<file path="src/nfa_pkg.sv">
package nfa_pkg;

   localparam int NUM_STATES  = 16;
   localparam int STATE_W     = 4;
   localparam int SYM_W       = 8;
   localparam int ADDR_W      = STATE_W + SYM_W;
   localparam int STORE_DEPTH = 1 << ADDR_W;
   localparam int MASK_W      = 16;
   localparam int SCAN_W      = $clog2(NUM_STATES + 1);
   localparam int CSR_INDEX_W = 1;
   localparam int CSR_DATA_W  = 16;

   localparam logic [MASK_W-1:0] VALID_MASK = MASK_W'((1 << NUM_STATES) - 1);

   localparam logic [CSR_INDEX_W-1:0] CSR_START_STATE  = 1'b0;
   localparam logic [CSR_INDEX_W-1:0] CSR_FINAL_STATES = 1'b1;

   typedef enum logic [1:0] {
      OP_ADD_EDGE = 2'd0,
      OP_WORD_CHAR = 2'd1,
      OP_END_WORD = 2'd2
   } opcode_type;

   typedef struct packed {
      logic              we;
      logic [ADDR_W-1:0] waddr;
      logic [MASK_W-1:0] wdata;
      logic [ADDR_W-1:0] raddr;
   } mem_req_type;

endpackage

</file>
<file path="src/nfa_if.sv">
interface nfa_req_if;
   import nfa_pkg::*;

   logic               valid;
   logic               ready;
   logic [1:0]         opcode;
   logic [STATE_W-1:0] from_state;
   logic [STATE_W-1:0] to_state;
   logic [SYM_W-1:0]   symbol;

   modport source (output valid, output opcode, output from_state, output to_state,
                   output symbol, input ready);
   modport sink (input valid, input opcode, input from_state, input to_state,
                 input symbol, output ready);
endinterface

interface nfa_rsp_if;
   logic valid;
   logic ready;
   logic accepted;

   modport source (output valid, output accepted, input ready);
   modport sink (input valid, input accepted, output ready);
endinterface

</file>
<file path="src/nfa_seq.sv">
module nfa_seq (
   input  logic                              clock,
   input  logic                              reset,
   nfa_req_if.sink                           req_chan,
   nfa_rsp_if.source                         rsp_chan,
   input  logic                              csr_we,
   input  logic [nfa_pkg::CSR_INDEX_W-1:0]   csr_index,
   input  logic [nfa_pkg::CSR_DATA_W-1:0]    csr_wdata,
   output nfa_pkg::mem_req_type              mem_req,
   input  logic [nfa_pkg::MASK_W-1:0]        mem_rdata
);
   import nfa_pkg::*;

   typedef enum logic [2:0] {
      ST_CLEAR,
      ST_IDLE,
      ST_EDGE_RD,
      ST_EDGE_WR,
      ST_SCAN
   } state_type;

   state_type          state_ff;
   logic [ADDR_W-1:0]  clr_ff;
   logic [STATE_W-1:0] from_ff;
   logic [STATE_W-1:0] to_ff;
   logic [SYM_W-1:0]   sym_ff;
   logic [MASK_W-1:0]  active_ff;
   logic [MASK_W-1:0]  acc_ff;
   logic               in_word_ff;
   logic [SCAN_W-1:0]  scan_ff;
   logic               rsp_valid_ff;
   logic               rsp_acc_ff;
   logic [STATE_W-1:0] start_ff;
   logic [MASK_W-1:0]  final_ff;

   logic               req_xfer;
   logic               rsp_valid_in;
   logic [MASK_W-1:0]  start_mask;
   logic [MASK_W-1:0]  end_set;
   logic [STATE_W-1:0] prev_idx;
   logic [MASK_W-1:0]  scan_term;
   logic [MASK_W-1:0]  acc_in;
   logic               edge_ok;

   assign start_mask = ({1'b0, start_ff} < (STATE_W+1)'(NUM_STATES))
                       ? (MASK_W'(1) << start_ff) : '0;
   assign end_set    = in_word_ff ? active_ff : start_mask;
   assign edge_ok    = ({1'b0, req_chan.from_state} < (STATE_W+1)'(NUM_STATES))
                       && ({1'b0, req_chan.to_state} < (STATE_W+1)'(NUM_STATES));

   assign prev_idx  = STATE_W'(scan_ff - SCAN_W'(1));
   assign scan_term = ((scan_ff != '0) && active_ff[prev_idx]) ? mem_rdata : '0;
   assign acc_in    = acc_ff | scan_term;

   assign req_chan.ready = (state_ff == ST_IDLE)
                           && !((req_chan.opcode == OP_END_WORD) && rsp_valid_ff
                                && !rsp_chan.ready);
   assign req_xfer = req_chan.valid && req_chan.ready;

   assign rsp_valid_in = (req_xfer && (req_chan.opcode == OP_END_WORD))
                         || (rsp_valid_ff && !rsp_chan.ready);

   assign rsp_chan.valid    = rsp_valid_ff;
   assign rsp_chan.accepted = rsp_acc_ff;

   always_comb begin
      mem_req = '0;
      case (state_ff)
         ST_CLEAR: begin
            mem_req.we    = 1'b1;
            mem_req.waddr = clr_ff;
         end
         ST_EDGE_RD: begin
            mem_req.raddr = {from_ff, sym_ff};
         end
         ST_EDGE_WR: begin
            mem_req.we    = 1'b1;
            mem_req.waddr = {from_ff, sym_ff};
            mem_req.wdata = mem_rdata | (MASK_W'(1) << to_ff);
         end
         ST_SCAN: begin
            mem_req.raddr = {STATE_W'(scan_ff), sym_ff};
         end
         default: begin
            mem_req = '0;
         end
      endcase
   end

   always_ff @(posedge clock) begin
      if (reset) begin
         state_ff     <= ST_CLEAR;
         clr_ff       <= '0;
         active_ff    <= '0;
         in_word_ff   <= 1'b0;
         scan_ff      <= '0;
         rsp_valid_ff <= 1'b0;
         start_ff     <= '0;
         final_ff     <= '0;
      end else begin
         if (csr_we) begin
            case (csr_index)
               CSR_START_STATE:  start_ff <= csr_wdata[STATE_W-1:0];
               CSR_FINAL_STATES: final_ff <= csr_wdata[MASK_W-1:0];
               default: ;
            endcase
         end

         rsp_valid_ff <= rsp_valid_in;

         case (state_ff)
            ST_CLEAR: begin
               clr_ff <= clr_ff + ADDR_W'(1);
               if (clr_ff == ADDR_W'(STORE_DEPTH - 1)) begin
                  state_ff <= ST_IDLE;
               end
            end
            ST_IDLE: begin
               if (req_xfer) begin
                  from_ff <= req_chan.from_state;
                  to_ff   <= req_chan.to_state;
                  sym_ff  <= req_chan.symbol;
                  case (req_chan.opcode)
                     OP_ADD_EDGE: begin
                        if (edge_ok) begin
                           state_ff <= ST_EDGE_RD;
                        end
                     end
                     OP_WORD_CHAR: begin
                        if (!in_word_ff) begin
                           active_ff  <= start_mask;
                           in_word_ff <= 1'b1;
                        end
                        acc_ff   <= '0;
                        scan_ff  <= '0;
                        state_ff <= ST_SCAN;
                     end
                     OP_END_WORD: begin
                        rsp_acc_ff   <= |(end_set & final_ff & VALID_MASK);
                        active_ff    <= '0;
                        in_word_ff   <= 1'b0;
                     end
                     default: ;
                  endcase
               end
            end
            ST_EDGE_RD: begin
               state_ff <= ST_EDGE_WR;
            end
            ST_EDGE_WR: begin
               state_ff <= ST_IDLE;
            end
            ST_SCAN: begin
               acc_ff  <= acc_in;
               scan_ff <= scan_ff + SCAN_W'(1);
               if (scan_ff == SCAN_W'(NUM_STATES)) begin
                  active_ff <= acc_in & VALID_MASK;
                  state_ff  <= ST_IDLE;
               end
            end
            default: begin
               state_ff <= ST_IDLE;
            end
         endcase
      end
   end

endmodule

</file>
<file path="src/flat_wrapper.sv">
// flat-port wrapper written by rule: the top's interface ports become plain ports
module nfa_seq_flat import nfa_pkg::*;
  (clock, reset, csr_we, csr_index, csr_wdata, mem_req, mem_rdata, req_chan_valid, req_chan_opcode, req_chan_from_state, req_chan_to_state, req_chan_symbol, req_chan_ready, rsp_chan_valid, rsp_chan_accepted, rsp_chan_ready);
  nfa_req_if req_chan_i ();
  nfa_rsp_if rsp_chan_i ();
  input  logic clock;
  input  logic reset;
  input  logic csr_we;
  input  logic [nfa_pkg::CSR_INDEX_W-1:0] csr_index;
  input  logic [nfa_pkg::CSR_DATA_W-1:0] csr_wdata;
  output nfa_pkg::mem_req_type mem_req;
  input  logic [nfa_pkg::MASK_W-1:0] mem_rdata;
  input wire logic [$bits(req_chan_i.valid)-1:0] req_chan_valid;
  input wire logic [$bits(req_chan_i.opcode)-1:0] req_chan_opcode;
  input wire logic [$bits(req_chan_i.from_state)-1:0] req_chan_from_state;
  input wire logic [$bits(req_chan_i.to_state)-1:0] req_chan_to_state;
  input wire logic [$bits(req_chan_i.symbol)-1:0] req_chan_symbol;
  output wire logic [$bits(req_chan_i.ready)-1:0] req_chan_ready;
  output wire logic [$bits(rsp_chan_i.valid)-1:0] rsp_chan_valid;
  output wire logic [$bits(rsp_chan_i.accepted)-1:0] rsp_chan_accepted;
  input wire logic [$bits(rsp_chan_i.ready)-1:0] rsp_chan_ready;
  assign req_chan_i.valid = req_chan_valid;
  assign req_chan_i.opcode = req_chan_opcode;
  assign req_chan_i.from_state = req_chan_from_state;
  assign req_chan_i.to_state = req_chan_to_state;
  assign req_chan_i.symbol = req_chan_symbol;
  assign req_chan_ready = req_chan_i.ready;
  assign rsp_chan_valid = rsp_chan_i.valid;
  assign rsp_chan_accepted = rsp_chan_i.accepted;
  assign rsp_chan_i.ready = rsp_chan_ready;
  nfa_seq u_core (.clock(clock), .reset(reset), .req_chan(req_chan_i), .rsp_chan(rsp_chan_i), .csr_we(csr_we), .csr_index(csr_index), .csr_wdata(csr_wdata), .mem_req(mem_req), .mem_rdata(mem_rdata));
endmodule
</file>
<file path="config.mk">
export PLATFORM = sky130hd
export DESIGN_NAME = nfa_seq_flat
export DESIGN_NICKNAME = d
export VERILOG_FILES = /design/src/nfa_pkg.sv /design/src/nfa_if.sv /design/src/nfa_seq.sv /design/src/flat_wrapper.sv
export SDC_FILE = /design/constraint.sdc
export NUM_CORES = 1
export LEC_CHECK = 0
export ABC_AREA = 1
export BUFFER_PORTS_ARGS = -buffer_cell sky130_fd_sc_hd__buf_2
export CAP_MARGIN = 15
export CORE_UTILIZATION = 45
export DETAILED_ROUTE_END_ITERATION = 10
export PLACE_DENSITY = 0.68
export SYNTH_ARGS = -nofsm -noshare
export SYNTH_HDL_FRONTEND = slang
export SYNTH_SLANG_ARGS = --single-unit
</file>
<file path="constraint.sdc">
create_clock -name clock -period 3.4 [get_ports clock]
set_clock_uncertainty 0.15 [all_clocks]
set_input_delay 0.34 -clock clock [delete_from_list [all_inputs] [get_ports clock]]
set_output_delay 0.34 -clock clock [all_outputs]
set_load 0.02 [all_outputs]
</file>
# Word level (Yosys, flattened, before mapping)
# Cells that the tools add are included.
# Widths: inputs -> output; s select.
dict set report totals {
  inputBits 56
  out_inout_bits 44
  wordCells 86
  reg_bits 91
}
dict set report op_classes {
  magnitude_cmp 1
  n_addsub 3
  eq_ne 14
  reduce_logical 25
  n_mux 23
  n_shift 2
  n_bitwise 5
}
# cell n
set ops {}
lappend ops {{$mux 16} 7}
lappend ops {{$pmux 16 s2} 3}
lappend ops {{$or 16x16->16} 2}
lappend ops {{$shl 1x4->16 const A} 2}
lappend ops {{$pmux 13 s2} 1}
lappend ops {{$pmux 12 s2} 1}
lappend ops {{$and 16x16->16} 1}
lappend ops {{$reduce_and 4->1} 4}
lappend ops {{$reduce_or 16->1} 1}
lappend ops {{$add 12x1->12 const B} 1}
lappend ops {{$eq 12x12->1 const B} 1}
lappend ops {{$pmux 3 s4} 1}
lappend ops {{$mux 5} 2}
lappend ops {{$pmux 5 s2} 1}
lappend ops {{$mux 3} 3}
lappend ops {{$reduce_and 3->1} 3}
lappend ops {{$logic_and 1x1->1} 7}
lappend ops {{$eq 3x2->1 const B} 2}
lappend ops {{$ne 2x1->1 const B} 3}
lappend ops {{$ne 3x3->1 const B} 2}
lappend ops {{$pmux 3 s2} 1}
lappend ops {{$add 5x1->5 const B} 1}
lappend ops {{$eq 5x5->1 const B} 1}
lappend ops {{$lt 4x5->1 const B} 1}
lappend ops {{other kinds (17)} 21}

# Longest topological paths before layout
dict set report logic_depth {
  depth_word 8
  ltp_mapped 15
  mapped_depth_nobuf 12
}

# Worst setup path before layout
# No wires, ideal clock.
dict set report synth_timing {
  path_type {input port to flip-flop}
  startpoint {input req_chan_opcode[0]}
  endpoint {register u_core.acc_ff[0], enable pin}
  setup_slack_ps 1139
  required_time_ps 2862
  setup_time_ps 388
  stages 7
  t_arrival_ps 1722
  cell_sequence {inv_1 > ha_1 > inv_2 > o211ai_4 > nand2_2 > nand2_1 > nor2_1}
}
dict set report synth_via {
  elab_chain_cells 8
  word_cells_on_any_way 10
  cone_classes {eq/ne: 4; reduce/logical: 6}
}
# element line
set synth_lines {}
lappend synth_lines {{start, declared} flat_wrapper.sv:14} ;# input wire logic [$bits(req_chan_i.opcode)-1:0] req_chan_opcode;
lappend synth_lines {{$eq 2x2->1} nfa_seq.sv:56} ;# && !((req_chan.opcode == OP_END_WORD) && rsp_valid_ff
lappend synth_lines {{$logic_and 1x1->1} nfa_seq.sv:56}
lappend synth_lines {{$logic_and 1x1->1} nfa_seq.sv:57} ;# && !rsp_chan.ready);
lappend synth_lines {{$logic_not 1->1} nfa_seq.sv:56}
lappend synth_lines {{$logic_and 1x1->1} nfa_seq.sv:56}
lappend synth_lines {{$logic_and 1x1->1} nfa_seq.sv:58} ;# assign req_xfer = req_chan.valid && req_chan.ready;
lappend synth_lines {{$ne 2x1->1 (no line)} --}
lappend synth_lines {{$reduce_and 4->1 (no line) (*)} --}
lappend synth_lines {{end signal, assigned} nfa_seq.sv:154} ;# acc_ff <= acc_in;
lappend synth_lines {{end, declared} nfa_seq.sv:28} ;# logic [MASK_W-1:0] acc_ff;
# Every way passes the cells marked *; elsewhere a longest branch is shown, timed or not.
# A chain may end at the register's enable or synchronous reset.

# Worst setup path after layout
dict set report layout_timing {
  startpoint {register u_core.scan_ff[0]}
  endpoint {register u_core.acc_ff[0] (data pin)}
}
dict set report layout_via {
  elab_chain_cells 7
  word_cells_on_any_way 8
  cone_classes {add/sub: 1; mux: 4; bitwise: 1; reduce/logical: 2}
}
# element line
set layout_lines {}
lappend layout_lines {{start, declared} nfa_seq.sv:30} ;# logic [SCAN_W-1:0] scan_ff;
lappend layout_lines {{start signal, assigned} nfa_seq.sv:155} ;# scan_ff <= scan_ff + SCAN_W'(1);
lappend layout_lines {{$sub 4x1->4} nfa_seq.sv:51} ;# assign prev_idx = STATE_W'(scan_ff - SCAN_W'(1));
lappend layout_lines {{$bmux 1 s4} nfa_seq.sv:52} ;# assign scan_term = ((scan_ff != '0) && active_ff[prev_idx]) ? mem_rdata : '0;
lappend layout_lines {{$mux 1 (not written as such)} nfa_seq.sv:52}
lappend layout_lines {{$logic_and 1x1->1 (*)} nfa_seq.sv:52}
lappend layout_lines {{$mux 16 (*)} nfa_seq.sv:52}
lappend layout_lines {{$or 16x16->16 (*)} nfa_seq.sv:53} ;# assign acc_in = acc_ff | scan_term;
lappend layout_lines {{$pmux 16 s2 (*)} nfa_seq.sv:111} ;# case (state_ff)
# Every way passes the cells marked *; elsewhere a longest branch is shown, timed or not. The select of a mux whose other input is x is not followed.

==> summary.md <==
| Metric | Value |
|---|---|
| Status | `finished, final reports clean` |
| RSZ-0062 raised after global routing | `false` |
| Cell count of the worst reg-to-reg path | `10` |
| Slew Limit Headroom | `around 46%` |
| DRT Wirelength | `between 10,000 and 15,000 µm` |
| Critical-path cell list | `inv_6 -> ha_1 -> inv_1 -> nand3_1 -> nand3_1 -> nand3_2 -> nand4_1 -> nand2_1 -> nand2_1 -> inv_1` |
| Worst reg2reg endpoint | `u_core.acc_ff[0]` |
| Mean Syn Cell Area | `~7.5 µm²` |
| Gr usage total | `23.7%` |
| Max_cap viols | `0` |
| Main flop type after synthesis | `dfxtp_1` |
| CTS max path bufs | `2` |
| Setup tns final | `0 ns` |
| Buf/Inv on CP | `3` |
| First-pass GRT wire length | `21,500 µm` |
| Crit end category | `flop` |
| Mapped Area | `4990 µm²` |
| PortBufs | `a little under 100` |
| Max-slew violation total from the final report | `0` |
| R2R setup slack | `0.77 ns` |
| Vias | `about 4,800` |
| Antenna Violating Nets Remaining | `0` |
| Final hold vios | `0` |
| Layout fillers | `roughly 990` |
| Pwr dens | `approximately 430 nW/µm²` |
| Ant. Diodes | `0` |
| Multi-input logic area | `2220 µm²` |
| Min-Delay Path Depth | `1` |
| Detailed Route Iter0 Violations | `443` |
| Share of layout cells above drive strength 1 | `a little over a fifth` |
| Max IR drop VDD | `232 µV` |
| Final period util | `77.2%` |
| Leak Pwr | `2.73 nW` |
| Delay-heaviest family, CP | `simple AND/OR/NAND/NOR gates` |
| TritonRoute pass-1 iters | `5` |
| Total CTS buffers | `9` |
| Net count after synthesis | `roughly 730` |
| Core ar. | `between 10,000 and 15,000 µm²` |
| CTS Sinks | `a little over 90` |
| IO Count | `100` |
| Pin count of the biggest net entering global routing | `32` |
| Die area | `roughly 12,000 µm²` |
| Layout net count | `827` |
| Top cells by area, synth | `dfxtp_1 23%, edfxtp_1 20%, inv_1 8.3%` |
| Via density | `5.28` |
| Sequential fraction of the synthesis area | `a little over two fifths` |
| Synth top area share | `between 20% and 30%` |
| CTS tree | `yes` |
| DRC Markers | `0` |
| Clk slew on worst S/H paths | `about 0.09 ns` |
| Site Rows | `38` |
| Final Wtd Congestion | `~0.89` |
| Cts repair resizes | `0` |
| Post-Syn Instances | `roughly 660` |
| WL/cell | `roughly 14 µm` |
| Initial antenna violation count | `0` |
| Synth area leader | `dfxtp_1` |
| Max Clk Rate | `~380 MHz` |
| EDFF count, synth | `33` |
| Final Non-Filler Cells | `just over 900` |
| Starting Density | `a little under half` |
| Chip width | `107 µm` |
| Crit path required time | `3.37 ns` |
| Post-synth ARST share | `0%` |
| Reg2reg start | `u_core.scan_ff[0]` |
| Clock root cell | `clkbuf_8` |
| Startpoint types | `flop` |
| Crit-path slowest cell | `dfxtp_1` |
| Die Ht | `107 µm` |
| Synth warn | `0` |
| Min-Delay Path Class | `in2reg` |
| Max Fanout on Critical Path | `16` |
| Worst Max-Slew Pin Slew | `0.815 ns` |
| Minimum clock period | `between 2 and 3 ns` |
| Endpoints failing setup | `0` |
| Placed Cells | `~880` |
| Dpl cell area | `about 5500 µm²` |
| Hold path start | `req_chan_to_state[2]` |
| Hold endpoint | `u_core.to_ff[2]` |
| Sequential cell area | `about 2200 µm²` |
| Post-synthesis cell type count | `45` |
| Final instance area | `~5900 µm²` |
| Hpwl dp | `between 9000 and 10,000 µm` |
| Vias in the first global route | `around 4,500` |
| CP peak stage delay | `slightly above 0.6 ns` |
| Crit path DAT | `2.60 ns` |
| GR Overflow Total | `0` |
| Clock Latency Late Sink | `0.36 ns` |
| Register bit count reported by yosys | `just over 90` |
| Area Growth Syn to Fin | `17.5%` |
| WS Path Type | `reg2reg` |
| H-tree Lvls | `3` |
routing by layer:
| metal | track usage [%] | wire length (µm) | up-vias | part of all wire (%) |
|---|---|---|---|---|
| met3 | 3.51 | 886 | 20 | 6.8 |
| met4 | 8.90 | 240 | 0 | 1.9 |
| met1 | 33.0 | 6130 | 2158 | 47 |
| met5 | 0 | 0 | - | 0 |
| li1 | - | - | 2413 | - |
| met2 | 37.3 | 5710 | 204 | 44 |
power by group:
group / switching (mW) / internal [mW]
Sequential: 0.0886 / 1.21
Combinational: 0.356 / 0.178
Clock: 0.396 / 0.289
Total: 0.840 / 1.68
stage by stage:
step | power [mW] | hold slack, ns | setup WS, ns | util (%)
5_1_grt | 2.65 | 0.000513 | 0.596 | 54.1
3_3_place_gp | 1.83 | 0.296 | 0.994 | 51.1
6_report | 2.52 | 0.00525 | 0.775 | 54.1
2_1_floorplan | 1.68 | 0.280 | 1.14 | -
4_1_cts | 2.53 | 0.00117 | 0.831 | 54.0
3_5_place_dp | 1.84 | 0.301 | 0.855 | 51.1
worst max path at each step:
stage	startpoint	cells past startpoint	slack, ns	to
after floorplan	req_chan_opcode[0]	7	1.14	u_core.acc_ff[0]
after global placement	u_core.scan_ff[0]	10	0.99	u_core.acc_ff[2]
after detailed placement	u_core.scan_ff[0]	10	0.85	u_core.acc_ff[0]
after CTS	u_core.scan_ff[0]	10	0.83	u_core.acc_ff[1]
after global routing	u_core.scan_ff[0]	10	0.60	u_core.acc_ff[4]
final	u_core.scan_ff[0]	10	0.77	u_core.acc_ff[0]
registers in the layout, indices dropped and copies added, names as in the netlist:
signal and flops:
u_core.from_ff 4, u_core.scan_ff 5, u_core.sym_ff 8, u_core.rsp_chan.accepted 1, u_core.to_ff 4, u_core.in_word_ff 1
u_core.start_ff 4, u_core.state_ff 3, u_core.rsp_chan.valid 1, u_core.acc_ff 16, u_core.active_ff 16, u_core.final_ff 16
u_core.clr_ff 12
cells in the final DEF, fill, tap and decap left out, drive strengths merged, types with 2 or more instances in the layout:
cell type    Yosys  final
ha               7      7
nand3           27     27
o22ai           15     15
clkbuf          18     11
o21ai           62     62
nand2          104    104
nor3            16     16
edfxtp          33     33
nor2            70     70
buf             12    104
dfxtp           58     58
a21oi           69     69
clkinv           3      5
clkinvlp         0      2
nor4             3      3
inv            116    117
dlygate4sd3      0     15
o211ai           2      2
nand4           36     36
a31oi            4      4
logic make-up after synthesis:
group,Yosys count,synth area share (%)
buffers and inverters,149,12.4
AND/OR/NAND/NOR,260,24.3
flip-flops,91,43.1
adder cells (fa/ha/maj),7,1.75
AO/OA/AOI/OAI,157,18.4
repair_timing:
action / CTS / global route
hold buffers: 14 / 1
buffers inserted: 0 / 0
hold endpoints to repair: 14 / 1
Yosys cell counts, types with 3 or more instances:
master    count
nor2_1       65
nor2_2        5
nand3_1      25
nand2_1     101
o21ai_1      10
clkbuf_1     18
nand4_1      36
ha_1          7
a31oi_1       4
buf_6         5
inv_2         4
inv_1       110
o21ai_0      51
edfxtp_1     33
a21oi_1      51
a21oi_2      18
dfxtp_1      58
buf_2         3
nor3_1       13
o22ai_1      15
layout make-up:
| cell class | count | area share (%) |
|---|---|---|
| tap | 140 | 2.99 |
| sequential | 91 | 36.7 |
| multi-input combinational | 424 | 37.9 |
| inverter | 119 | 7.76 |
| clock inverter | 5 | 0.640 |
| clock buffer | 11 | 2.41 |
| timing repair buffer | 119 | 11.6 |
Power figures use the tool's default switching activity.
